## src/rtl/core/jac_pkg.sv

```systemverilog
// Shared constants, types and codes of the joystick axis conditioner.
`timescale 1ns / 1ps
`default_nettype none

package jac_pkg;

  // Geometry of the block.
  localparam int STICKS  = 2;
  localparam int STICK_W = 1;

  // Converter samples and the normalized output format.
  localparam int ADC_BITS = 12;
  localparam int Q_BITS   = 15;
  localparam int POS_W    = Q_BITS + 1;
  localparam logic [ADC_BITS-1:0] ADC_MAX = {ADC_BITS{1'b1}};
  localparam logic [Q_BITS-1:0]   Q_ONE   = {Q_BITS{1'b1}};

  // Calibration accumulators.
  localparam int TOTAL_W = 20;
  localparam int COUNT_W = 9;
  localparam logic [COUNT_W-1:0] MAX_SAMPLES = COUNT_W'(256);
  localparam logic [COUNT_W-1:0] MIN_SAMPLES = COUNT_W'(1);

  // Shared divider: the widest dividend is the scaled remainder (mag - dz) * Q_ONE.
  localparam int DVD_W     = ADC_BITS + Q_BITS;
  localparam int DVS_W     = ADC_BITS;
  localparam int DIV_CNT_W = $clog2(DVD_W + 1);

  // Configuration port.
  localparam int CFG_IDX_W  = 2;
  localparam int CFG_DATA_W = 12;
  localparam int DZ_W       = 12;
  localparam int INV_W      = 4;

  localparam logic [CFG_IDX_W-1:0] REG_DEAD_ZONE     = 2'd0;
  localparam logic [CFG_IDX_W-1:0] REG_CALIB_SAMPLES = 2'd1;
  localparam logic [CFG_IDX_W-1:0] REG_INVERT_MASK   = 2'd2;

  localparam logic [DZ_W-1:0]    DEAD_ZONE_RST     = DZ_W'(100);
  localparam logic [COUNT_W-1:0] CALIB_SAMPLES_RST = COUNT_W'(32);
  localparam logic [INV_W-1:0]   INVERT_MASK_RST   = '0;

  // Item kinds.
  localparam logic KIND_CALIB = 1'b0;
  localparam logic KIND_READ  = 1'b1;

  // Per-lane sequencing strobes from the top level.
  typedef struct packed {
    logic prep;  // capture operands of the current beat
    logic load;  // start the lane divider
  } lane_ctrl_t;

  typedef enum logic [2:0] {
    ST_IDLE,
    ST_PREP,
    ST_LOAD,
    ST_DIV,
    ST_DONE
  } state_e;

endpackage

`default_nettype wire

```

## src/rtl/core/jac_div.sv

```systemverilog
// Restoring radix-2 divider, one quotient bit per cycle.
`timescale 1ns / 1ps
`default_nettype none

module jac_div (
  input  wire logic                         clk_i,
  input  wire logic                         rst_ni,
  input  wire logic                         load_i,
  input  wire logic [jac_pkg::DVD_W-1:0]    dividend_i,
  input  wire logic [jac_pkg::DVS_W-1:0]    divisor_i,
  output logic                              busy_o,
  output logic [jac_pkg::DVD_W-1:0]         quotient_o
);

  logic                             busy_q, busy_d;
  logic [jac_pkg::DIV_CNT_W-1:0]    cnt_q, cnt_d;
  logic [jac_pkg::DVS_W-1:0]        rem_q, rem_d;
  logic [jac_pkg::DVS_W-1:0]        dvs_q, dvs_d;
  logic [jac_pkg::DVD_W-1:0]        quo_q, quo_d;
  logic [jac_pkg::DVS_W:0]          trial;
  logic [jac_pkg::DVS_W:0]          diff;
  logic                             fits;

  // Bring down the next dividend bit and try the subtraction.
  assign trial = {rem_q, quo_q[jac_pkg::DVD_W-1]};
  assign diff  = trial - {1'b0, dvs_q};
  assign fits  = (trial >= {1'b0, dvs_q});

  always_comb begin
    busy_d = busy_q;
    cnt_d  = cnt_q;
    rem_d  = rem_q;
    dvs_d  = dvs_q;
    quo_d  = quo_q;
    if (load_i) begin
      busy_d = 1'b1;
      cnt_d  = jac_pkg::DIV_CNT_W'(jac_pkg::DVD_W);
      rem_d  = '0;
      dvs_d  = divisor_i;
      quo_d  = dividend_i;
    end else if (busy_q) begin
      rem_d  = fits ? diff[jac_pkg::DVS_W-1:0] : trial[jac_pkg::DVS_W-1:0];
      quo_d  = {quo_q[jac_pkg::DVD_W-2:0], fits};
      cnt_d  = cnt_q - jac_pkg::DIV_CNT_W'(1);
      busy_d = (cnt_q != jac_pkg::DIV_CNT_W'(1));
    end
  end

  always_ff @(posedge clk_i or negedge rst_ni) begin
    if (!rst_ni) begin
      busy_q <= 1'b0;
      cnt_q  <= '0;
    end else begin
      busy_q <= busy_d;
      cnt_q  <= cnt_d;
    end
  end

  always_ff @(posedge clk_i) begin
    rem_q <= rem_d;
    dvs_q <= dvs_d;
    quo_q <= quo_d;
  end

  assign busy_o     = busy_q;
  assign quotient_o = quo_q;

endmodule

`default_nettype wire

```

## src/rtl/core/jac_lane.sv

```systemverilog
// One axis lane: center offset, dead zone, range and scaling through its own divider.
`timescale 1ns / 1ps
`default_nettype none

module jac_lane (
  input  wire logic                             clk_i,
  input  wire logic                             rst_ni,
  input  wire jac_pkg::lane_ctrl_t              ctrl_i,
  input  wire logic                             kind_i,
  input  wire logic [jac_pkg::ADC_BITS-1:0]     raw_i,
  input  wire logic [jac_pkg::ADC_BITS-1:0]     center_i,
  input  wire logic                             invert_i,
  input  wire logic [jac_pkg::DZ_W-1:0]         dead_zone_i,
  input  wire logic [jac_pkg::TOTAL_W-1:0]      total_i,
  input  wire logic [jac_pkg::COUNT_W-1:0]      count_i,
  output logic                                  busy_o,
  output logic signed [jac_pkg::POS_W-1:0]      position_o,
  output logic [jac_pkg::ADC_BITS-1:0]          average_o
);

  logic signed [jac_pkg::ADC_BITS:0] delta_raw, delta;
  logic                              neg;
  logic [jac_pkg::ADC_BITS-1:0]      mag, side;
  logic                              zero;

  logic                              kind_q;
  logic                              zero_q;
  logic                              neg_q;
  logic [jac_pkg::TOTAL_W-1:0]       base_q, base_d;
  logic [jac_pkg::DVS_W-1:0]         dvs_q, dvs_d;

  logic [jac_pkg::ADC_BITS-1:0]      num;
  logic [jac_pkg::DVD_W-1:0]         dividend;
  logic [jac_pkg::DVD_W-1:0]         quotient;
  logic [jac_pkg::POS_W-1:0]         q_clamped;

  // Signed offset from the center; inversion flips it before the side is chosen.
  assign delta_raw = $signed({1'b0, raw_i}) - $signed({1'b0, center_i});
  assign delta     = invert_i ? -delta_raw : delta_raw;
  assign neg       = delta[jac_pkg::ADC_BITS];
  assign mag       = neg ? jac_pkg::ADC_BITS'(-delta) : jac_pkg::ADC_BITS'(delta);
  assign side      = neg ? center_i : (jac_pkg::ADC_MAX - center_i);
  assign zero      = (mag <= dead_zone_i) || (side <= dead_zone_i);

  always_comb begin
    if (kind_i == jac_pkg::KIND_READ) begin
      base_d = jac_pkg::TOTAL_W'(mag - dead_zone_i);
      dvs_d  = side - dead_zone_i;
    end else begin
      base_d = total_i;
      dvs_d  = jac_pkg::DVS_W'(count_i);
    end
  end

  always_ff @(posedge clk_i) begin
    if (ctrl_i.prep) begin
      kind_q <= kind_i;
      zero_q <= zero;
      neg_q  <= neg;
      base_q <= base_d;
      dvs_q  <= dvs_d;
    end
  end

  // Times Q_ONE, which is one less than a power of two: shift and subtract.
  assign num = base_q[jac_pkg::ADC_BITS-1:0];
  assign dividend = (kind_q == jac_pkg::KIND_READ)
                  ? ({num, jac_pkg::Q_BITS'(0)} - jac_pkg::DVD_W'(num))
                  : jac_pkg::DVD_W'(base_q);

  jac_div u_div (
    .clk_i      (clk_i),
    .rst_ni     (rst_ni),
    .load_i     (ctrl_i.load),
    .dividend_i (dividend),
    .divisor_i  (dvs_q),
    .busy_o     (busy_o),
    .quotient_o (quotient)
  );

  assign q_clamped = (quotient > jac_pkg::DVD_W'(jac_pkg::Q_ONE))
                   ? jac_pkg::POS_W'(jac_pkg::Q_ONE)
                   : quotient[jac_pkg::POS_W-1:0];

  always_comb begin
    if (zero_q) begin
      position_o = '0;
    end else if (neg_q) begin
      position_o = $signed(-q_clamped);
    end else begin
      position_o = $signed(q_clamped);
    end
  end

  assign average_o = quotient[jac_pkg::ADC_BITS-1:0];

endmodule

`default_nettype wire

```

## src/rtl/core/joystick_axis_conditioner.sv

```systemverilog
// Top level of the joystick axis conditioner: item capture, stick state, lanes and merge.
`timescale 1ns / 1ps
`default_nettype none

// Each accepted beat passes through operand preparation, divider load, the 27-step serial divider
// in each axis lane and the merge; no new beat is taken until that item is merged.
// A new input beat is accepted while the previous result still waits in the output register.
// Reset (rst_ni low, asynchronous) clears centers, totals, counts and button history and
// loads dead_zone = 100, calib_samples = 32, invert_mask = 0; no clearing pass is needed.
module joystick_axis_conditioner (
  input  wire logic                             clk_i,
  input  wire logic                             rst_ni,

  input  wire logic                             cfg_we_i,
  input  wire logic [jac_pkg::CFG_IDX_W-1:0]    cfg_index_i,
  input  wire logic [jac_pkg::CFG_DATA_W-1:0]   cfg_wdata_i,

  input  wire logic                             in_valid_i,
  output logic                                  in_ready_o,
  input  wire logic                             kind_i,
  input  wire logic [jac_pkg::STICK_W-1:0]      stick_i,
  input  wire logic [jac_pkg::ADC_BITS-1:0]     raw_x_i,
  input  wire logic [jac_pkg::ADC_BITS-1:0]     raw_y_i,
  input  wire logic                             button_level_i,

  output logic                                  out_valid_o,
  input  wire logic                             out_ready_i,
  output logic signed [jac_pkg::POS_W-1:0]      x_position_o,
  output logic signed [jac_pkg::POS_W-1:0]      y_position_o,
  output logic                                  btn_held_o,
  output logic                                  btn_press_o,
  output logic                                  btn_release_o,
  output logic [jac_pkg::ADC_BITS-1:0]          center_x_o,
  output logic [jac_pkg::ADC_BITS-1:0]          center_y_o,
  output logic                                  centers_updated_o
);

  // Configuration registers.
  logic [jac_pkg::DZ_W-1:0]     dead_zone_q;
  logic [jac_pkg::COUNT_W-1:0]  calib_samples_q;
  logic [jac_pkg::INV_W-1:0]    invert_mask_q;

  // Per-stick state: centers and totals per stick and axis, count and button history per stick.
  logic [jac_pkg::ADC_BITS-1:0] center_x_q [jac_pkg::STICKS];
  logic [jac_pkg::ADC_BITS-1:0] center_y_q [jac_pkg::STICKS];
  logic [jac_pkg::TOTAL_W-1:0]  total_x_q  [jac_pkg::STICKS];
  logic [jac_pkg::TOTAL_W-1:0]  total_y_q  [jac_pkg::STICKS];
  logic [jac_pkg::COUNT_W-1:0]  count_q    [jac_pkg::STICKS];
  logic                         last_down_q[jac_pkg::STICKS];

  // The accepted beat is held here for the whole computation.
  logic                         kind_q;
  logic [jac_pkg::STICK_W-1:0]  stick_q;
  logic [jac_pkg::ADC_BITS-1:0] raw_x_q, raw_y_q;
  logic                         level_q;
  logic                         complete_q;

  jac_pkg::state_e              state_q, state_d;
  jac_pkg::lane_ctrl_t          lane_ctrl;
  logic                         accept;
  logic                         out_load;

  logic [jac_pkg::TOTAL_W-1:0]  total_x_new, total_y_new;
  logic [jac_pkg::COUNT_W-1:0]  count_new, need;
  logic                         complete;
  logic                         inv_x, inv_y;

  logic                         x_busy, y_busy;
  logic signed [jac_pkg::POS_W-1:0] x_pos, y_pos;
  logic [jac_pkg::ADC_BITS-1:0] x_avg, y_avg;

  logic                         down;
  logic                         out_valid_q;

  assign accept = in_valid_i && in_ready_o;

  // ---------------------------------------------------------------------------
  // Configuration writes. An index past the last register is dropped.
  // ---------------------------------------------------------------------------
  always_ff @(posedge clk_i or negedge rst_ni) begin
    if (!rst_ni) begin
      dead_zone_q     <= jac_pkg::DEAD_ZONE_RST;
      calib_samples_q <= jac_pkg::CALIB_SAMPLES_RST;
      invert_mask_q   <= jac_pkg::INVERT_MASK_RST;
    end else if (cfg_we_i) begin
      case (cfg_index_i)
        jac_pkg::REG_DEAD_ZONE:     dead_zone_q     <= cfg_wdata_i[jac_pkg::DZ_W-1:0];
        jac_pkg::REG_CALIB_SAMPLES: calib_samples_q <= cfg_wdata_i[jac_pkg::COUNT_W-1:0];
        jac_pkg::REG_INVERT_MASK:   invert_mask_q   <= cfg_wdata_i[jac_pkg::INV_W-1:0];
        default: ;
      endcase
    end
  end

  // ---------------------------------------------------------------------------
  // Sequencer: capture, prepare lane operands, start the dividers, wait, merge.
  // ---------------------------------------------------------------------------
  always_comb begin
    state_d = state_q;
    case (state_q)
      jac_pkg::ST_IDLE: if (accept) state_d = jac_pkg::ST_PREP;
      jac_pkg::ST_PREP: state_d = jac_pkg::ST_LOAD;
      jac_pkg::ST_LOAD: state_d = jac_pkg::ST_DIV;
      jac_pkg::ST_DIV:  if (!x_busy && !y_busy) state_d = jac_pkg::ST_DONE;
      jac_pkg::ST_DONE: if (out_load) state_d = jac_pkg::ST_IDLE;
      default:          state_d = jac_pkg::ST_IDLE;
    endcase
  end

  always_comb begin
    in_ready_o     = 1'b0;
    lane_ctrl.prep = 1'b0;
    lane_ctrl.load = 1'b0;
    out_load       = 1'b0;
    case (state_q)
      jac_pkg::ST_IDLE: in_ready_o     = 1'b1;
      jac_pkg::ST_PREP: lane_ctrl.prep = 1'b1;
      jac_pkg::ST_LOAD: lane_ctrl.load = 1'b1;
      jac_pkg::ST_DONE: out_load       = !out_valid_q || out_ready_i;
      default: ;
    endcase
  end

  always_ff @(posedge clk_i or negedge rst_ni) begin
    if (!rst_ni) begin
      state_q <= jac_pkg::ST_IDLE;
    end else begin
      state_q <= state_d;
    end
  end

  always_ff @(posedge clk_i) begin
    if (accept) begin
      kind_q  <= kind_i;
      stick_q <= stick_i;
      raw_x_q <= raw_x_i;
      raw_y_q <= raw_y_i;
      level_q <= button_level_i;
    end
    if (lane_ctrl.prep) begin
      complete_q <= complete;
    end
  end

  // ---------------------------------------------------------------------------
  // Calibration bookkeeping. The sample target is clamped to one through 256;
  // a target lowered below the running count completes on the next sample.
  // ---------------------------------------------------------------------------
  always_comb begin
    if (calib_samples_q == '0) begin
      need = jac_pkg::MIN_SAMPLES;
    end else if (calib_samples_q > jac_pkg::MAX_SAMPLES) begin
      need = jac_pkg::MAX_SAMPLES;
    end else begin
      need = calib_samples_q;
    end
  end

  assign total_x_new = total_x_q[stick_q] + jac_pkg::TOTAL_W'(raw_x_q);
  assign total_y_new = total_y_q[stick_q] + jac_pkg::TOTAL_W'(raw_y_q);
  assign count_new   = count_q[stick_q] + jac_pkg::COUNT_W'(1);
  assign complete    = (count_new >= need);

  assign inv_x = invert_mask_q[{stick_q, 1'b0}];
  assign inv_y = invert_mask_q[{stick_q, 1'b1}];
  assign down  = !level_q;

  // Totals and counts move while the lanes are being prepared; centers and
  // button history move when the merged result enters the output register.
  always_ff @(posedge clk_i or negedge rst_ni) begin
    if (!rst_ni) begin
      for (int i = 0; i < jac_pkg::STICKS; i++) begin
        center_x_q[i]  <= '0;
        center_y_q[i]  <= '0;
        total_x_q[i]   <= '0;
        total_y_q[i]   <= '0;
        count_q[i]     <= '0;
        last_down_q[i] <= 1'b0;
      end
    end else begin
      if (lane_ctrl.prep && (kind_q == jac_pkg::KIND_CALIB)) begin
        total_x_q[stick_q] <= complete ? '0 : total_x_new;
        total_y_q[stick_q] <= complete ? '0 : total_y_new;
        count_q[stick_q]   <= complete ? '0 : count_new;
      end
      if (out_load) begin
        if (kind_q == jac_pkg::KIND_READ) begin
          last_down_q[stick_q] <= down;
        end else if (complete_q) begin
          center_x_q[stick_q] <= x_avg;
          center_y_q[stick_q] <= y_avg;
        end
      end
    end
  end

  // ---------------------------------------------------------------------------
  // Axis lanes. Both run the same number of divider steps and finish together.
  // ---------------------------------------------------------------------------
  jac_lane u_lane_x (
    .clk_i       (clk_i),
    .rst_ni      (rst_ni),
    .ctrl_i      (lane_ctrl),
    .kind_i      (kind_q),
    .raw_i       (raw_x_q),
    .center_i    (center_x_q[stick_q]),
    .invert_i    (inv_x),
    .dead_zone_i (dead_zone_q),
    .total_i     (total_x_new),
    .count_i     (count_new),
    .busy_o      (x_busy),
    .position_o  (x_pos),
    .average_o   (x_avg)
  );

  jac_lane u_lane_y (
    .clk_i       (clk_i),
    .rst_ni      (rst_ni),
    .ctrl_i      (lane_ctrl),
    .kind_i      (kind_q),
    .raw_i       (raw_y_q),
    .center_i    (center_y_q[stick_q]),
    .invert_i    (inv_y),
    .dead_zone_i (dead_zone_q),
    .total_i     (total_y_new),
    .count_i     (count_new),
    .busy_o      (y_busy),
    .position_o  (y_pos),
    .average_o   (y_avg)
  );

  // ---------------------------------------------------------------------------
  // Merge into the output register. Calibration beats report zero positions
  // and buttons, and the centers as they stand after the beat.
  // ---------------------------------------------------------------------------
  always_ff @(posedge clk_i or negedge rst_ni) begin
    if (!rst_ni) begin
      out_valid_q <= 1'b0;
    end else if (out_load) begin
      out_valid_q <= 1'b1;
    end else if (out_ready_i) begin
      out_valid_q <= 1'b0;
    end
  end

  always_ff @(posedge clk_i) begin
    if (out_load) begin
      if (kind_q == jac_pkg::KIND_READ) begin
        x_position_o      <= x_pos;
        y_position_o      <= y_pos;
        btn_held_o        <= down;
        btn_press_o       <= down && !last_down_q[stick_q];
        btn_release_o     <= !down && last_down_q[stick_q];
        center_x_o        <= center_x_q[stick_q];
        center_y_o        <= center_y_q[stick_q];
        centers_updated_o <= 1'b0;
      end else begin
        x_position_o      <= '0;
        y_position_o      <= '0;
        btn_held_o        <= 1'b0;
        btn_press_o       <= 1'b0;
        btn_release_o     <= 1'b0;
        center_x_o        <= complete_q ? x_avg : center_x_q[stick_q];
        center_y_o        <= complete_q ? y_avg : center_y_q[stick_q];
        centers_updated_o <= complete_q;
      end
    end
  end

  assign out_valid_o = out_valid_q;

  // ---------------------------------------------------------------------------
  // Assertions.
  // ---------------------------------------------------------------------------
  a_lanes_in_step: assert property (@(posedge clk_i) disable iff (!rst_ni)
    (state_q == jac_pkg::ST_DIV) |-> (x_busy == y_busy))
    else $error("axis lanes finished on different cycles");

  a_edge_exclusive: assert property (@(posedge clk_i) disable iff (!rst_ni)
    out_valid_o |-> !(btn_press_o && btn_release_o))
    else $error("pressed and released reported together");

  a_pressed_down: assert property (@(posedge clk_i) disable iff (!rst_ni)
    (out_valid_o && btn_press_o) |-> btn_held_o)
    else $error("pressed reported without the button down");

  a_pos_range: assert property (@(posedge clk_i) disable iff (!rst_ni)
    out_valid_o |-> ((x_position_o != 16'sh8000) && (y_position_o != 16'sh8000)))
    else $error("position outside of the clamped range");

endmodule

`default_nettype wire
```

## config.mk

```make
export PLATFORM = sky130hd
export DESIGN_NAME = joystick_axis_conditioner
export DESIGN_NICKNAME = d
export VERILOG_FILES = /design/src/rtl/core/jac_pkg.sv /design/src/rtl/core/jac_div.sv /design/src/rtl/core/jac_lane.sv /design/src/rtl/core/joystick_axis_conditioner.sv
export SDC_FILE = /design/constraint.sdc
export NUM_CORES = 1
export LEC_CHECK = 0
export BUFFER_PORTS_ARGS = -buffer_cell sky130_fd_sc_hd__clkbuf_2
export CAP_MARGIN = 20
export CELL_PAD_IN_SITES_DETAIL_PLACEMENT = 0
export CELL_PAD_IN_SITES_GLOBAL_PLACEMENT = 2
export CORE_ASPECT_RATIO = 1.2
export CORE_MARGIN = 3
export CORE_UTILIZATION = 41
export DETAILED_ROUTE_END_ITERATION = 6
export PLACE_DENSITY = 0.87
export SYNTH_ARGS = -nofsm -noshare
export SYNTH_HDL_FRONTEND = slang
export SYNTH_SLANG_ARGS = --single-unit
```

## constraint.sdc

```tcl
create_clock -name clk_i -period 9.6 [get_ports clk_i]
set_input_delay 1.92 -clock clk_i [delete_from_list [all_inputs] [get_ports clk_i]]
set_output_delay 1.92 -clock clk_i [all_outputs]
set_load 0.03 [all_outputs]
```

==> metrics, run 1 <==
Leak Pwr 12.6 nW; TritonCTS buffer count 49; Post-synth ARST share between 40 and 50%; final hold slack 0.407 ns; part of the cycle the worst path needs between 70 and 80%; maximum buffer depth of the clock tree 3; post-synthesis instance area 27000 um2; Final Routed Wirelength 75.0 mm; Horiz. Die Dim 240 um; area growth from synthesis to final layout 11.2%; detailed-router iteration count before antenna repair 7; initial antenna violation count 1; Post-CTS Repair Setup Buffers 0; later-pin clock latency in the skew report around 0.61 ns; via count of the first global-routing pass 20435; startpoint type of the worst setup path register; ys flop type sky130_fd_sc_hd__edfxtp_1; synthesized instance count 2752; GRT overflow 0; data arrival time at the worst-slack endpoint around 7.8 ns; worst setup path class reg2reg; top cells by area in the synthesized netlist sky130_fd_sc_hd__edfxtp_1 26%, sky130_fd_sc_hd__dfrtp_1 17%, sky130_fd_sc_hd__ha_1 6.6%, sky130_fd_sc_hd__o21ai_0 4.8%, sky130_fd_sc_hd__nand2_1 4.2%; maximum number of pins on one net before global-route repair 82; routed length per placed instance 20.3 um; die outline height 287 um; post-synthesis register bit count 448; unrepaired setup endpoints after global routing false; proportion of layout cells with a drive suffix above 1 12.6%; Final Critical Period 7.46 ns; CORE AREA 64800 um2; number of enable flip-flop cells after synthesis 235; Sink Count 448; via count 20637; net count of the mapped netlist 2950; Max Clock Skew 0.0253 ns; final count of hold timing violations 0; TritonCTS clock tree done; Setup violations, final 0; status completed; top achievable clock speed 134 MHz; required time of the critical path between 9 and 10 ns; post-synth top area share between 20% and 30%; global-route wire length before repair ~120 mm; worst max-slew margin expressed relative to the limit 33.0%; Synth cell types 83; count of H-tree levels built during CTS 2; number of remaining DRC errors 0; count of nets after finishing 3012; largest area contributor in the synthesized netlist sky130_fd_sc_hd__edfxtp_1; maximum vdd drop 137 uV; final RePlAce weighted congestion 0.877; total of hold buffers inserted after clock tree synthesis 0; area enclosed by the die boundary 68900 um2; antenna diode count 0; number of nets still failing antenna checks after routing 0; Iteration-0 DRC Markers 1198; I/O pin count approximately 110; placed wire-length estimate 55.6 mm; Worst Hold Class reg2reg; fraction of the yosys area taken by sequential cells 45.5%; Reg clk slew, reported paths 0.07 ns; average via count per standard cell roughly 5.6; cell at the root of the clock tree sky130_fd_sc_hd__clkbuf_16; Critical Path End Type register; Power Density between 200 and 300 nW/um2; PostCTS Resize Cnt 0; total power after layout 7.84 mW; Max Cap Violations 0; average cell area after synthesis between 9 and 10 um2; synth warn 0; count of port buffers added during placement 107; transition time at the pin with the least slew margin between 1 and 1.5 ns; total routing resource utilization after global routing 21.6%; maximum fanout count along the critical path 25; accumulated negative setup slack 0 ns; pins over their slew limit 0; starting density of the core 41.6%; cell row count roughly 100
[registers in the layout, summed over array words and instances (netlist names), 16 cells and up]
| name | flops |
|---|---|
| center_x_q | 24 |
| center_y_q | 24 |
| count_q | 18 |
| total_x_q | 40 |
| total_y_q | 40 |
| u_lane_x.base_q | 20 |
| u_lane_x.u_div.quotient_o | 27 |
| u_lane_y.base_q | 20 |
| u_lane_y.u_div.quotient_o | 27 |
| x_position_o | 16 |
| y_position_o | 16 |
[final timing paths]
path	from	end	slack, ns	cells past startpoint
min in group asynchronous	rst_ni	total_x_q[7]	1.32	1
max in group asynchronous	rst_ni	center_y_q[15]	6.81	2
max reg2reg	stick_q	u_lane_y.base_q[9]	2.14	24
min	u_lane_x.dvs_q[5]	u_lane_x.u_div.dvs_q[5]	0.41	0
max	stick_q	u_lane_y.base_q[9]	2.14	24
min reg2reg	u_lane_x.dvs_q[5]	u_lane_x.u_div.dvs_q[5]	0.41	0
[metal layers]
layer	GRT usage (%)	vias to the layer above	wire, um	share of wire (%)
met5	0	-	0	0
met4	7.52	0	2760	3.7
met3	3.52	136	3630	4.8
met2	36.7	451	35800	48
met1	28.0	10004	32700	44
li1	-	10046	-	-
[worst max-delay path: stages, from the launching register on]
cell	delay, ns
sky130_fd_sc_hd__edfxtp_1	0.96
sky130_fd_sc_hd__buf_4	0.44
sky130_fd_sc_hd__mux2i_1	0.37
sky130_fd_sc_hd__inv_1	0.09
sky130_fd_sc_hd__ha_1	0.21
sky130_fd_sc_hd__fa_1	0.40
sky130_fd_sc_hd__nand2b_1	0.18
sky130_fd_sc_hd__a211oi_1	0.39
sky130_fd_sc_hd__o22a_1	0.28
sky130_fd_sc_hd__nor4_1	0.06
sky130_fd_sc_hd__or4_1	0.57
sky130_fd_sc_hd__a31oi_1	0.28
sky130_fd_sc_hd__xnor2_2	0.14
sky130_fd_sc_hd__buf_4	0.32
sky130_fd_sc_hd__o21ai_0	0.23
sky130_fd_sc_hd__ha_1	0.34
sky130_fd_sc_hd__nor2b_1	0.13
sky130_fd_sc_hd__o21ai_0	0.19
sky130_fd_sc_hd__a21boi_0	0.14
sky130_fd_sc_hd__o21ai_0	0.25
sky130_fd_sc_hd__a21boi_0	0.16
sky130_fd_sc_hd__o21ai_0	0.29
sky130_fd_sc_hd__a21oi_1	0.13
sky130_fd_sc_hd__or4_1	0.48
sky130_fd_sc_hd__o211a_1	0.14
[power breakdown]
part	internal (mW)	total [mW]	switching (mW)
Sequential	2.58	2.98	0.396
Combinational	1.19	2.92	1.73
Clock	1.11	1.94	0.837
[Yosys cell counts, drive strengths merged, types with 33 or more instances]
cell / count
a21oi: 172
nor2: 191
mux2i: 63
a21o: 50
o21ai: 260
mux2: 92
nand3: 44
nor3: 59
nand2: 310
xor2: 94
xnor2: 111
clkbuf: 103
edfxtp: 235
inv: 123
o31ai: 49
dfrtp: 185
a31oi: 33
ha: 142
nor2b: 41
or3: 35
nand2b: 38
[cell families after synthesis]
| kind of cell | Yosys count | share of synthesized area, % |
|---|---|---|
| buffers and inverters | 246 | 3.51 |
| muxes | 155 | 6.18 |
| adders and majority gates | 152 | 7.33 |
| DFF | 448 | 45.5 |
| AOI/OAI and AO/OA | 696 | 15.6 |
| and+or+nand+nor | 849 | 15.0 |
| xor gates and xnor gates | 206 | 6.86 |
[cell usage in the layout, fill, tap and decap left out, types with 12 or more instances in the layout]
master	instances
sky130_fd_sc_hd__nand2_1	303
sky130_fd_sc_hd__a21oi_1	172
sky130_fd_sc_hd__a211oi_1	21
sky130_fd_sc_hd__clkbuf_2	106
sky130_fd_sc_hd__ha_1	142
sky130_fd_sc_hd__dfxtp_1	24
sky130_fd_sc_hd__a21o_1	50
sky130_fd_sc_hd__inv_1	122
sky130_fd_sc_hd__or3_1	35
sky130_fd_sc_hd__mux2_2	92
sky130_fd_sc_hd__xor2_1	93
sky130_fd_sc_hd__nor2_1	190
sky130_fd_sc_hd__edfxtp_1	235
sky130_fd_sc_hd__or4_1	13
sky130_fd_sc_hd__nand3_1	43
sky130_fd_sc_hd__clkbuf_16	52
sky130_fd_sc_hd__buf_4	25
sky130_fd_sc_hd__a31oi_1	32
sky130_fd_sc_hd__nand2b_1	37
sky130_fd_sc_hd__xnor2_1	107
sky130_fd_sc_hd__nand4_1	29
sky130_fd_sc_hd__nor2b_1	41
sky130_fd_sc_hd__nor3b_1	12
sky130_fd_sc_hd__or2_2	17
sky130_fd_sc_hd__o21ai_0	257
sky130_fd_sc_hd__clkinv_2	13
sky130_fd_sc_hd__dfrtp_1	185
sky130_fd_sc_hd__mux2i_1	63
sky130_fd_sc_hd__o31ai_1	49
sky130_fd_sc_hd__nor4_1	16
sky130_fd_sc_hd__nor3_1	58
[layout make-up]
type                       count  area [um2]
clock buffer                  60        1370
clock inverter                32         284
sequential                   448       12300
timing repair buffer         133         747
tap                          832        1040
multi-input combinational   2058       13800
fill                        6194       34800
inverter                     124         465
[metrics by stage]
stage               util, %  instances  setup slack, ns  area (um2)
finish                 46.3       3687             2.14       30000
detailed placement     43.7       3595             2.21       28300
global placement       43.7       3593             2.33       28300
floorplan                 -       2752             2.05       27000
CTS                    46.3       3687             2.15       30000
global route           46.3       3687             1.54       30000
No activity file was read; power rests on OpenSTA's default activity.
==> run 2: changes to the inputs <==
clock period = 7 ns   (was 9.6 ns; I/O delays follow)
==> metrics, run 2 (synthesis results as in run 1) <==
status completed (unchanged); TritonCTS clock tree done (unchanged); later-pin clock latency in the skew report 0.60 ns (was 0.61 ns); TritonCTS buffer count 50 (was 49); met1 track demand over resource 29.1% (was 28.0%); final RePlAce weighted congestion 0.895 (was 0.877); starting density of the core 41.6% (unchanged); beginning of the worst hold path u_lane_y.dvs_q[6] (was u_lane_x.dvs_q[5]); count of nets after finishing 3038 (was 3012); highest-count cells in the layout ignoring fill and taps 303 x sky130_fd_sc_hd__nand2_1, 257 x sky130_fd_sc_hd__o21ai_0, 235 x sky130_fd_sc_hd__edfxtp_1, 190 x sky130_fd_sc_hd__nor2_1, 185 x sky130_fd_sc_hd__dfrtp_1 (unchanged); worst max-slew margin expressed relative to the limit 24.9% (was 33.0%); I/O pin count 108 (unchanged); logic gate share of total power 37.3% (about the same); r2r startpoint stick_q (unchanged); Final Critical Period 6.59 ns (was 7.46 ns); count of port buffers added during placement 107 (unchanged); Reg clk slew, reported paths 0.07 ns (about the same); Leak Pwr 12.7 nW (was 12.6 nW); proportion of layout cells with a drive suffix above 1 13.2% (was 12.6%); Max Cap Violations 0 (unchanged); maximum vdd drop 207 uV (was 137 uV); switch share 37.4% (was 37.8%); Worst Hold Class reg2reg (unchanged); post-placement worst setup slack 0.376 ns (was 2.21 ns); Power Density 359 nW/um2 (was 262 nW/um2); initial antenna violation count 1 (unchanged); CORE AREA 64800 um2 (unchanged); met2 Track Usage GR 36.3% (was 36.7%); maximum number of pins on one net before global-route repair 114 (was 82); GRT overflow 0 (unchanged); cell at the root of the clock tree sky130_fd_sc_hd__clkbuf_16 (unchanged); total routing resource utilization after global routing 21.6% (about the same); via count of the first global-routing pass 20369 (was 20435); final count of hold timing violations 0 (unchanged); Critical Path Slowest Stage Cell sky130_fd_sc_hd__or4_1 (was sky130_fd_sc_hd__edfxtp_1); accumulated negative setup slack 0 ns (unchanged); via count 20821 (was 20637); pins over their slew limit 0 (unchanged); busiest layer in global routing met2 (unchanged); least setup slack across all paths after layout 0.415 ns (was 2.14 ns); leading cell type in the layout, fill and taps excluded sky130_fd_sc_hd__nand2_1 (unchanged); number of nets still failing antenna checks after routing 0 (unchanged); GRT met3 Usage 2.80% (was 3.52%); maximum fanout count along the critical path 26 (was 25); part of the cycle the worst path needs 94.1% (was 77.7%); clock power share 25.0% (was 24.8%); Sink Count 448 (unchanged); unrepaired setup endpoints after global routing false (unchanged); peak per-stage delay on the critical path 0.53 ns (was 0.96 ns); biggest registers after layout total_x_q: 40 flops, total_y_q: 40 flops (unchanged); area enclosed by the die boundary 68900 um2 (unchanged); count of H-tree levels built during CTS 2 (unchanged); Max Clock Skew 0.0298 ns (was 0.0253 ns); share of the core filled with cells 46.6% (was 46.3%); worst setup path class reg2reg (unchanged); cell row count 102 (unchanged); Pint 6.78 mW (was 4.87 mW); PostCTS Resize Cnt 0 (unchanged); final-layout fill cell count 6083 (was 6194); die outline height 287 um (unchanged); Iteration-0 DRC Markers 1465 (was 1198); Horiz. Die Dim 240 um (unchanged); number of remaining DRC errors 0 (unchanged); part of the power in registers 37.7% (was 38.0%); top achievable clock speed 152 MHz (was 134 MHz); final hold slack 0.416 ns (was 0.407 ns); critical path launch point stick_q (unchanged); placed wire-length estimate 55.8 mm (was 55.6 mm); data arrival time at the worst-slack endpoint 6.92 ns (was 7.82 ns); startpoint type of the worst setup path register (unchanged); area growth from synthesis to final layout 12.1% (was 11.2%); routed length per placed instance 20.2 um (was 20.3 um); most frequent cell on the critical path sky130_fd_sc_hd__o21ai_0 (unchanged); Critical Path End Type register (unchanged); detailed-router iteration count before antenna repair 5 (was 7); Setup violations, final 0 (unchanged); transition time at the pin with the least slew margin 1.12 ns (was 1.00 ns); average via count per standard cell 5.61 (was 5.60); global-route wire length before repair 116 mm (about the same); required time of the critical path 7.34 ns (was 9.96 ns); Final Routed Wirelength 75.2 mm (was 75.0 mm); net switching power 4.06 mW (was 2.97 mW); maximum buffer depth of the clock tree 3 (unchanged)
## run 2: cell count changes in the layout (fill, tap and decap cells not counted), moves of 2 or more
cell	delta
sky130_fd_sc_hd__clkbuf_8	-4
sky130_fd_sc_hd__inv_6	+3
sky130_fd_sc_hd__clkinv_1	+5
sky130_fd_sc_hd__clkbuf_1	+2
sky130_fd_sc_hd__clkinv_2	-5
sky130_fd_sc_hd__clkinv_8	-2
sky130_fd_sc_hd__buf_4	+23
sky130_fd_sc_hd__bufinv_16	+4
sky130_fd_sc_hd__buf_12	+2
## run 2: cell type report
cell class | instances | area (um2) | area share, %
Multi-Input combinational cell | 2058 | 13800 | 45.7
Clock buffer | 57 | 1300 | 4.30
Tap cell | 832 | 1040 | 3.44
Sequential cell | 448 | 12300 | 40.6
Timing Repair Buffer | 158 | 950 | 3.14
Antenna cell | 1 | 2.50 | 0.00828
Inverter | 124 | 465 | 1.54
Clock inverter | 36 | 379 | 1.25
## run 2: repair_timing
action                     CTS  global route
setup buffers                0             4
hold buffers                 0             0
setup endpoints to repair    0            11
## run 2: worst paths after layout
kind                                      endpoint  slack, ns  cells past startpoint
setup / recovery                   u_lane_x.zero_q       0.41                     26
hold / removal             u_lane_y.u_div.dvs_q[6]       0.42                      0
setup reg to reg                   u_lane_x.zero_q       0.41                     26
hold reg to reg            u_lane_y.u_div.dvs_q[6]       0.42                      0
max in group asynchronous               count_q[0]       4.83                      2
min in group asynchronous            total_x_q[27]       0.78                      1
## run 2: metrics by stage
step	cell area (um2)	total power, mW	std cells
after floorplan	27000	6.98	2752
after global placement	28500	8.05	3615
after detailed placement	28500	8.14	3616
after CTS	30200	10.9	3709
after global routing	30200	11.6	3713
final	30200	10.8	3714
## run 2: metal layers
| layer | up-vias | part of all wire [%] |
|---|---|---|
| li1 | 10121 | - |
| met1 | 10136 | 45 |
| met2 | 445 | 48 |
| met3 | 117 | 4.1 |
| met4 | 2 | 2.9 |
| met5 | - | 0.020 |
## run 2: power groups by stage
stage          Clock (mW)  Sequential (mW)  Combinational, mW
2_1_floorplan           0             3.85               3.13
3_3_place_gp            0             4.10               3.95
3_5_place_dp            0             4.13               4.01
4_1_cts              2.78             4.08               4.04
5_1_grt              2.88             4.16               4.56
6_report             2.71             4.08               4.05
## run 2: critical path: cells and delay by family (launching register included)
family,cells,cell delay [ns]
AOI/OAI and AO/OA,11,2.28
and+or+nand+nor,6,1.61
adders and majority gates,3,0.97
buffers and inverters,4,0.68
DFF,1,0.37
muxes,1,0.26
xor gates and xnor gates,1,0.12
==> run 3: changes to the inputs <==
HOLD_SLACK_MARGIN = 0.02   (was not set)
PLACE_DENSITY = 0.91   (was 0.87)
SLEW_MARGIN = 25   (was not set)
==> metrics, run 3 (synthesis results as in run 1) <==
area enclosed by the die boundary 68900 um2 (unchanged); die outline height 287 um (unchanged); worst max-slew margin expressed relative to the limit 33.2% (was 24.9%); Horiz. Die Dim 240 um (unchanged); data arrival time at the worst-slack endpoint 6.87 ns (was 6.92 ns); R2R cell count 24 (was 26); total routing resource utilization after global routing 21.5% (was 21.6%); cell at the root of the clock tree sky130_fd_sc_hd__clkbuf_16 (unchanged); beginning of the worst hold path u_lane_x.dvs_q[0] (was u_lane_y.dvs_q[6]); GRT overflow 0 (unchanged); part of the power in registers 37.4% (was 37.7%); worst flop-to-flop path endpoint u_lane_y.base_q[9] (was u_lane_x.zero_q); hold worst-path end u_lane_x.u_div.dvs_q[0] (was u_lane_y.u_div.dvs_q[6]); via count of the first global-routing pass 20551 (was 20369); transition time at the pin with the least slew margin 1.00 ns (was 1.12 ns); Leak Pwr 12.8 nW (was 12.7 nW); accumulated negative setup slack 0 ns (unchanged); maximum buffer depth of the clock tree 3 (unchanged); maximum number of pins on one net before global-route repair 156 (was 114); number of instances in the placed design 3611 (was 3616); status completed (unchanged); r2r startpoint stick_q (unchanged); CORE AREA 64800 um2 (unchanged); leading cell type in the layout, fill and taps excluded sky130_fd_sc_hd__nand2_1 (unchanged); Max Clock Skew 0.0172 ns (was 0.0298 ns); count of H-tree levels built during CTS 2 (unchanged); antenna diode count 0 (was 1); detailed-router iteration count before antenna repair 5 (unchanged); TritonCTS clock tree done (unchanged); routed length per placed instance 20.2 um (about the same); switch share 37.4% (about the same); unrepaired setup endpoints after global routing false (unchanged); later-pin clock latency in the skew report 0.60 ns (about the same); placed wire-length estimate 55.5 mm (was 55.8 mm); final count of hold timing violations 0 (unchanged); Reg clk slew, reported paths 0.06 ns (was 0.07 ns); biggest registers after layout total_x_q: 40 flops, total_y_q: 40 flops (unchanged); via count 20930 (was 20821); number of nets still failing antenna checks after routing 0 (unchanged); Hold Path Depth 0 (unchanged); Iteration-0 DRC Markers 1572 (was 1465); global-route wire length before repair 117 mm (was 116 mm); maximum vdd drop 192 uV (was 207 uV); final RePlAce weighted congestion 0.907 (was 0.895); maximum fanout count along the critical path 27 (was 26); proportion of layout cells with a drive suffix above 1 13.4% (was 13.2%); highest-count cells in the layout ignoring fill and taps 303 x sky130_fd_sc_hd__nand2_1, 255 x sky130_fd_sc_hd__o21ai_0, 235 x sky130_fd_sc_hd__edfxtp_1, 190 x sky130_fd_sc_hd__nor2_1, 185 x sky130_fd_sc_hd__dfrtp_1 (was 303 x sky130_fd_sc_hd__nand2_1, 257 x sky130_fd_sc_hd__o21ai_0, 235 x sky130_fd_sc_hd__edfxtp_1, 190 x sky130_fd_sc_hd__nor2_1, 185 x sky130_fd_sc_hd__dfrtp_1); count of nets after finishing 3036 (was 3038); Power Density 360 nW/um2 (was 359 nW/um2); net switching power 4.08 mW (was 4.06 mW); top achievable clock speed 153 MHz (was 152 MHz); area growth from synthesis to final layout 12.4% (was 12.1%); Critical Path End Type register (unchanged); worst setup path class reg2reg (unchanged); Setup violations, final 0 (unchanged); clock power share 25.4% (was 25.0%); register-to-register path setup slack 0.47 ns (was 0.41 ns); non-filler instance count after layout 3713 (was 3714); Final Routed Wirelength 75.0 mm (was 75.2 mm); TritonCTS buffer count 51 (was 50); count of port buffers added during placement 107 (unchanged); cell row count 102 (unchanged); startpoint type of the worst setup path register (unchanged); total power after layout 10.9 mW (was 10.8 mW); Pint 6.83 mW (was 6.78 mW); I/O pin count 108 (unchanged); Final Critical Period 6.53 ns (was 6.59 ns); logic gate share of total power 37.2% (was 37.3%); final hold slack 0.421 ns (was 0.416 ns); pins over their slew limit 0 (unchanged); part of the cycle the worst path needs 93.2% (was 94.1%); initial antenna violation count 0 (was 1); number of remaining DRC errors 0 (unchanged); starting density of the core 41.6% (unchanged); average via count per standard cell 5.64 (was 5.61); Sink Count 448 (unchanged); Worst Hold Class reg2reg (unchanged); Max Cap Violations 0 (unchanged); required time of the critical path 7.34 ns (about the same)
==> run 3: cell types whose count changed in the layout (fill, tap and decap cells not counted), sizes merged <==
cell      before  now
buf           51   48
bufinv         7    5
clkbuf       164  175
clkinvlp       4    2
diode          1    0
inv          128  124
==> run 3: per-layer routing <==
metal	vias to the layer above	wire (um)	global-route usage (%)
met5	-	0	0
met4	0	2290	6.67
met3	129	3250	2.66
met2	499	36000	36.6
met1	10210	33400	28.6
li1	10092	-	-
==> run 3: area by class of cell <==
cell class                 instances  area [um2]
clock buffer                      68        1450
clock inverter                    28         292
sequential                       448       12300
tap                              832        1040
fill                            6095       34500
inverter                         124         465
multi-input combinational       2058       13800
timing repair buffer             155         950
==> run 3: worst max-delay path by stage <==
stage               depth (start not counted)                 end     from  slack (ns)
global placement                           23  u_lane_y.base_q[9]  stick_q        0.54
floorplan                                  29  u_lane_y.base_q[9]  stick_q        0.04
global route                               24  u_lane_x.dvs_q[11]  stick_q        0.03
finish                                     24  u_lane_y.base_q[9]  stick_q        0.47
CTS                                        23  u_lane_y.base_q[9]  stick_q        0.20
detailed placement                         23  u_lane_y.base_q[9]  stick_q        0.26
==> run 3: power by group through the flow <==
| stage | clock, mW | sequential (mW) | combinational, mW |
|---|---|---|---|
| after floorplan | 0 | 3.85 | 3.13 |
| after detailed placement | 0 | 4.12 | 4.01 |
| after global placement | 0 | 4.09 | 3.94 |
| after global routing | 2.94 | 4.15 | 4.58 |
| final | 2.77 | 4.08 | 4.06 |
| after CTS | 2.84 | 4.07 | 4.04 |
==> run 3: repair_timing <==
item,4_1_cts,5_1_grt
endpoints found under the setup margin,0,16
resized for setup,0,5
hold buffers,0,0
buffers inserted,0,5
==> run 3: worst max-delay path, stage by stage, from the launching register on <==
cell and delay (ns):
sky130_fd_sc_hd__edfxtp_1 0.37, sky130_fd_sc_hd__buf_12 0.25, sky130_fd_sc_hd__mux2i_1 0.30, sky130_fd_sc_hd__inv_1 0.07, sky130_fd_sc_hd__ha_1 0.21, sky130_fd_sc_hd__fa_1 0.40
sky130_fd_sc_hd__nand2b_1 0.18, sky130_fd_sc_hd__a211oi_1 0.38, sky130_fd_sc_hd__o22a_1 0.29, sky130_fd_sc_hd__nor4_1 0.06, sky130_fd_sc_hd__or4_1 0.58, sky130_fd_sc_hd__a31oi_2 0.32
sky130_fd_sc_hd__xnor2_4 0.22, sky130_fd_sc_hd__nand2_1 0.09, sky130_fd_sc_hd__o21ai_1 0.17, sky130_fd_sc_hd__ha_1 0.30, sky130_fd_sc_hd__nor2b_1 0.14, sky130_fd_sc_hd__o21ai_0 0.24
sky130_fd_sc_hd__a21boi_0 0.18, sky130_fd_sc_hd__o21ai_0 0.26, sky130_fd_sc_hd__a21boi_0 0.16, sky130_fd_sc_hd__o21ai_0 0.33, sky130_fd_sc_hd__a21oi_1 0.14, sky130_fd_sc_hd__or4_1 0.48
sky130_fd_sc_hd__o211a_1 0.15
==> run 3: per-stage QoR <==
step                      instance area [um2]  worst slack, ns  util [%]
after global routing                    30300           0.0258      46.7
after floorplan                         27000           0.0435         -
after global placement                  28500            0.535      43.9
final                                   30300            0.473      46.7
after detailed placement                28500            0.259      43.9
after CTS                               30200            0.196      46.6
